### src/sv/esc_pkg.sv
`timescale 1ns / 1ps
`default_nettype none

package esc_pkg;

	// Configuration register indexes.
	typedef enum logic [2:0] {
		REG_TEMP_CAL  = 3'd0,
		REG_PRES_LOW  = 3'd1,
		REG_PRES_HIGH = 3'd2,
		REG_PRES_NINTH = 3'd3,
		REG_HUM_CAL   = 3'd4,
		REG_CELSIUS   = 3'd5
	} cfg_reg_t;

	localparam int FRONT_STAGES = 13;
	localparam int DIV_STAGES   = 32;
	localparam int BACK_STAGES  = 3;

	localparam logic signed [31:0] C_PRES_OFS  = 32'sd64000;
	localparam logic signed [31:0] C_RAW_FULL  = 32'sd1048576;
	localparam logic signed [31:0] C_PRES_MUL  = 32'sd3125;
	localparam logic signed [31:0] C_HUM_OFS   = 32'sd76800;
	localparam logic signed [31:0] C_HUM_RND   = 32'sd16384;
	localparam logic signed [31:0] C_HUM_BIAS  = 32'sd2097152;
	localparam logic signed [31:0] C_HUM_MAX   = 32'sd419430400;
	localparam logic signed [31:0] C_ONE_Q15   = 32'sd32768;
	localparam logic signed [31:0] C_HUM_RND2  = 32'sd8192;
	localparam logic signed [31:0] C_FAHR_OFS  = 32'sd3200;
	localparam logic signed [31:0] C_TEMP_RND  = 32'sd128;
	localparam logic signed [31:0] C_PRES_MAX  = 32'sd131071;
	localparam logic signed [31:0] C_TEMP_MIN  = -32'sd32768;
	localparam logic signed [31:0] C_TEMP_MAX  = 32'sd32767;
	// Reciprocal of five: floor(n / 5) == (n * C_RECIP5) >> 34 for any 32-bit n.
	localparam logic [63:0] C_RECIP5 = 64'h00000000CCCCCCCD;

	typedef struct packed {
		logic [19:0] raw_pressure;
		logic [19:0] raw_temperature;
		logic [15:0] raw_humidity;
	} in_t;

	typedef struct packed {
		logic signed [15:0] temperature;
		logic [16:0]        pressure_pa;
		logic [16:0]        humidity_q10;
		logic               pressure_invalid;
	} out_t;

	typedef struct packed {
		logic [47:0] temp_cal;
		logic [63:0] pres_low;
		logic [63:0] pres_high;
		logic [15:0] pres_ninth;
		logic [63:0] hum_cal;
		logic        celsius;
	} cal_t;

	// Results that ride along with the division.
	typedef struct packed {
		logic               big;
		logic               inv;
		logic signed [15:0] temp;
		logic [16:0]        hum;
	} side_t;

	typedef struct packed {
		logic [31:0] num;
		logic [31:0] den;
		side_t       side;
	} div_in_t;

	typedef struct packed {
		logic [31:0] quo;
		side_t       side;
	} div_out_t;

	function automatic logic signed [31:0] sx16(input logic [15:0] v);
		return {{16{v[15]}}, v};
	endfunction

	function automatic logic signed [31:0] sx12(input logic [11:0] v);
		return {{20{v[11]}}, v};
	endfunction

	function automatic logic signed [31:0] sx8(input logic [7:0] v);
		return {{24{v[7]}}, v};
	endfunction

endpackage

`default_nettype wire

### src/sv/esc_back.sv
`timescale 1ns / 1ps
`default_nettype none

module esc_back import esc_pkg::*; (
	input  logic     clk,
	input  logic     arst_n,
	input  logic     en,
	input  logic     in_valid,
	input  div_out_t in_word,
	input  cal_t     cal,
	output logic     out_valid,
	output out_t     out_word
);

	logic [BACK_STAGES-1:0] vld_s;

	logic signed [31:0] p7, p8, p9;
	logic [31:0]        p_d;
	logic [31:0]        p_s1, p_s2;
	logic [31:0]        sq_s1;
	logic signed [31:0] pb_s1;
	logic signed [31:0] a_s2, b_s2;
	side_t              side_s1, side_s2;
	logic signed [31:0] pres;
	out_t               res_s3;

	assign p7 = sx16(cal.pres_high[47:32]);
	assign p8 = sx16(cal.pres_high[63:48]);
	assign p9 = sx16(cal.pres_ninth);

	always_comb begin
		p_d  = in_word.side.big ? {in_word.quo[30:0], 1'b0} : in_word.quo;
		pres = signed'(p_s2) + ((a_s2 + b_s2 + p7) >>> 4);
	end

	always_ff @(posedge clk or negedge arst_n) begin
		if (!arst_n) begin
			vld_s <= '0;
		end else if (en) begin
			vld_s <= {vld_s[BACK_STAGES-2:0], in_valid};
		end
	end

	always_ff @(posedge clk) begin
		if (en) begin
			p_s1    <= p_d;
			sq_s1   <= {3'd0, p_d[31:3]} * {3'd0, p_d[31:3]};
			pb_s1   <= signed'({2'd0, p_d[31:2]}) * p8;
			side_s1 <= in_word.side;

			p_s2    <= p_s1;
			a_s2    <= (p9 * signed'({13'd0, sq_s1[31:13]})) >>> 12;
			b_s2    <= pb_s1 >>> 13;
			side_s2 <= side_s1;

			res_s3.temperature      <= side_s2.temp;
			res_s3.humidity_q10     <= side_s2.hum;
			res_s3.pressure_invalid <= side_s2.inv;
			if (side_s2.inv || pres < 0) begin
				res_s3.pressure_pa <= '0;
			end else if (pres > C_PRES_MAX) begin
				res_s3.pressure_pa <= C_PRES_MAX[16:0];
			end else begin
				res_s3.pressure_pa <= pres[16:0];
			end
		end
	end

	assign out_valid = vld_s[BACK_STAGES-1];
	assign out_word  = res_s3;

endmodule

`default_nettype wire

### config.mk
export PLATFORM = sky130hd
export DESIGN_NAME = esc_back
export DESIGN_NICKNAME = d
export VERILOG_FILES = /design/src/sv/esc_pkg.sv /design/src/sv/esc_back.sv
export SDC_FILE = /design/constraint.sdc
export NUM_CORES = 2
export LEC_CHECK = 0
export ABC_AREA = 0
export ABC_CLOCK_PERIOD_IN_PS = 6100
export BUFFER_PORTS_ARGS = -buffer_cell sky130_fd_sc_hd__clkbuf_2
export CAP_MARGIN = 10
export CELL_PAD_IN_SITES_DETAIL_PLACEMENT = 1
export CELL_PAD_IN_SITES_GLOBAL_PLACEMENT = 1
export CORE_ASPECT_RATIO = 0.9
export CORE_UTILIZATION = 45
export DETAILED_ROUTE_END_ITERATION = 7
export PLACE_DENSITY_LB_ADDON = 0.12
export SKIP_LAST_GASP = 1
export SLEW_MARGIN = 10
export SYNTH_ARGS = -nofsm -noshare
export SYNTH_HDL_FRONTEND = slang
export SYNTH_SLANG_ARGS = --single-unit
### constraint.sdc
create_clock -name clk -period 6.1 [get_ports clk]
set_clock_uncertainty 0.2 [all_clocks]
set_input_delay 1.22 -clock clk [delete_from_list [all_inputs] [get_ports clk]]
set_output_delay 1.22 -clock clk [all_outputs]
set_load 0.05 [all_outputs]
==> metrics list <==
- Outcome: complete, but fails checks
* Failing checks: setup timing
- Fin crit period: 8211 ps
* Cts hold-fix bufs: 0
* Antenna violations before repair: 4
- Routed wire length: 141.2 mm
- Yosys mapped the design onto 67 distinct sky130hd cell types.
- Net count of the mapped netlist: 6087
- Fin nets: 6963
- Maximum fanout along the worst path: 5
- Data required time of the worst path: 6210 ps
* Non-filler instance count after layout: 6648
- Routed via count: 33609
- Post-synthesis instance area: 0.04452 sq mm
- Met2 track demand over resource: 50.56%
- Flops & latches, synth: 263
* Largest net degree at the start of global routing: 118
- The synthesized design spends more area on one cell type than any other, namely fa_1.
* Fraction of the yosys area taken by sequential cells: 17.71%
* Worst setup path startpoint: in_word[34]
- Critical hold path startpoint: side_s1[29]
- The detail route stage leaves a number of antenna-violating nets equal to 0.
* Fill cell total of the finished layout: 10726
* Post-synth ARST share: 1.141%
- The final hold violation count was 0.
- STA classifies the critical path endpoint as a flop.
- Before CTS, the worst setup slack after placement is -3106 ps.
- Met3 global-route usage: 4.508%
- Later-pin clock latency in the skew report: 590 ps
- By count the netlist is led by inv_1, fa_1, nand2_1.
* Tcrit/Tclk final: 134.6%
- Most used flip-flop cell after synthesis: edfxtp_1
- In the final layout, the share of cells above drive strength 1 is 26.27%.
- The global routing stage identified its most utilized layer as met2.
- Measured against its own limit, the worst slew margin works out to 21.08%.
* Half-perimeter wire length after detailed placement: 116.3 mm
- Worst Hold Slack: 204.7 ps
- Core Footprint: 0.09806 sq mm
- inv_1 is the most common cell in the netlist.
* Max-slew violation count: 0
* Inserted Diodes: 0
- Global-route usage over all layers: 29.06%
* Die footprint: 0.1002 sq mm
* Post-synthesis area per instance: 9.944 sq um
* Maxcap violations: 0
* Via count of the first global-routing pass: 39099
* Horizontal die dimension: 333.6 um
- Synth top area cells: fa_1, edfxtp_1, ha_1
- For the final routed database, the setup TNS stands at -77800 ps.
- For this run, design rule violations remaining after detail routing come to 0.
- In this run the critical register-to-register path is launched from sq_s1[22].
* Top-area cell type share of the netlist area: 41.46%
- Clock tree synthesis selected as its root buffer the cell clkbuf_16.
- The total overflow left after global routing is 0.
- After clock tree synthesis, the clock-pin slew on the worst setup and hold paths is 60 ps.
* Transition time at the pin with the least slew margin: 1184 ps
* Setup slack of the critical path after layout: -2111 ps
- In this run, CTS created clock tree buffers numbering 28.
- Num rows: 109
- At the end of routability-driven placement, the weighted congestion stood at 0.9065.
* H-tree levels: 1
* Detailed-route wire length per cell: 21.23 um
- Peak clock frequency supported by timing: 121.8 MHz
- Hold Crit Class: reg -> reg
- Compared with the post-synthesis result, the final layout area differs by 27.48%.
- Kind of launch point of the worst setup path: input port
- Die height: 300.4 um
- Count of final setup violators: 70
* Number of vias per cell after detailed routing: 5.056
- During placement, the flow inserted port buffers numbering 170.
- The first global-routing pass estimated 222.2 mm of wire.
* TritonCTS clock tree: built
- Setup repair after global routing could not meet its margin everywhere.
- For this run, the detailed router's first-pass iteration total came to 5.
* Initial Util: 45.40%
- For this run, the number of Yosys warnings is 0.
- For met1 alone, demand over resource in global routing was 37.31%.
- For this design, the sink count on the clock tree is 263.
- Counting every instance in the synthesized netlist gives 4477.
- Drt initial violations: 1618
* Maximum buffer depth of the clock tree: 3
- For the worst setup path, the data arrival time is 8320 ps.
* Crit path kind: in -> reg
- Number of placed instances with taps included: 6495
- Number of flops mapped to enable cells by yosys: 260
* Top-level I/O count: 380
kinds of logic (layout without fill, tap and decap cells):
family / count (synthesis) / count (layout) / share of synthesized area [%]
compound gates: 256 / 256 / 3.878
xor+xnor: 123 / 123 / 2.420
fa+ha+maj: 1282 / 1282 / 51.58
buf+inv: 1340 / 2235 / 11.34
flops: 263 / 263 / 17.71
mux: 42 / 42 / 0.9612
simple gates: 1171 / 1171 / 12.12
area by class of cell:
type	count	area, sq um	share of cell area, %
multi-input cells	2874	33710	59.39
clock inverters	18	260.3	0.4586
clock buffers	31	711.9	1.254
inverters	1179	4463	7.864
well taps	1276	1597	2.813
flip-flops and latches	263	7883	13.89
repair buffers	1007	8132	14.33
final timing paths:
check	endpoint	slack, ps	cells past startpoint
worst min register to register	side_s2[29]	200	0
worst max register to register	a_s2[19]	-580	24
worst min-delay path	side_s2[29]	200	0
min in group asynchronous	vld_s[0]	220	1
max in group asynchronous	vld_s[1]	5360	1
worst max-delay path	sq_s1[26]	-2110	27
routing by layer:
metal  up-vias  share of wire (%)
met5         -             0.0092
met3       219                5.5
li1      15051                  -
met1     17532                 41
met2       805                 50
met4         2                3.4
cell usage in the layout (no fill, tap or decap), drive strengths merged, types with 69 or more instances in the layout:
cell,synthesis,layout
and2,270,270
ha,360,360
nand2,572,572
clkbuf,147,199
edfxtp,260,260
xnor2,94,94
buf,14,839
fa,922,922
nor2,196,196
a21oi,69,69
inv,1175,1177
critical path: stages:
cell and delay [ps]:
buf_12 110, buf_12 140, mux2i_4 360, buf_6 160, nor2_2 40, fa_1 550
fa_1 490, fa_1 580, inv_1 80, fa_1 510, inv_2 40, fa_1 480
inv_1 50, fa_1 480, inv_1 50, fa_1 510, fa_1 450, ha_4 260
a21oi_4 170, o22ai_4 90, nor4_4 150, o32ai_2 130, o31a_1 320, or2_4 270
a21o_1 190, and2_4 140, o311a_1 280
sequential cells by signal (all words and copies together) (netlist names):
register	cells
a_s2	20
b_s2	19
pb_s1	19
sq_s1	19
side_s2	34
vld_s	3
p_s1	32
out_word	51
side_s1	34
p_s2	32
per-stage QoR:
stage               cell area (sq um)  util (%)
floorplan                       45660         -
global placement                52830     53.88
detailed placement              52830     53.88
CTS                             56220     57.34
global route                    56750     57.88
finish                          56750     57.88
timing repair:
item | 4_1_cts | 5_1_grt
setup endpoints to repair | 74 | 74
pin swaps | 172 | 43
setup buffers | 100 | 21
cloned | 5 | 0
resized for setup | 357 | 102
Power is not shown: default switching activity piles up to over one toggle a cycle in this logic, so the estimate is an artifact.
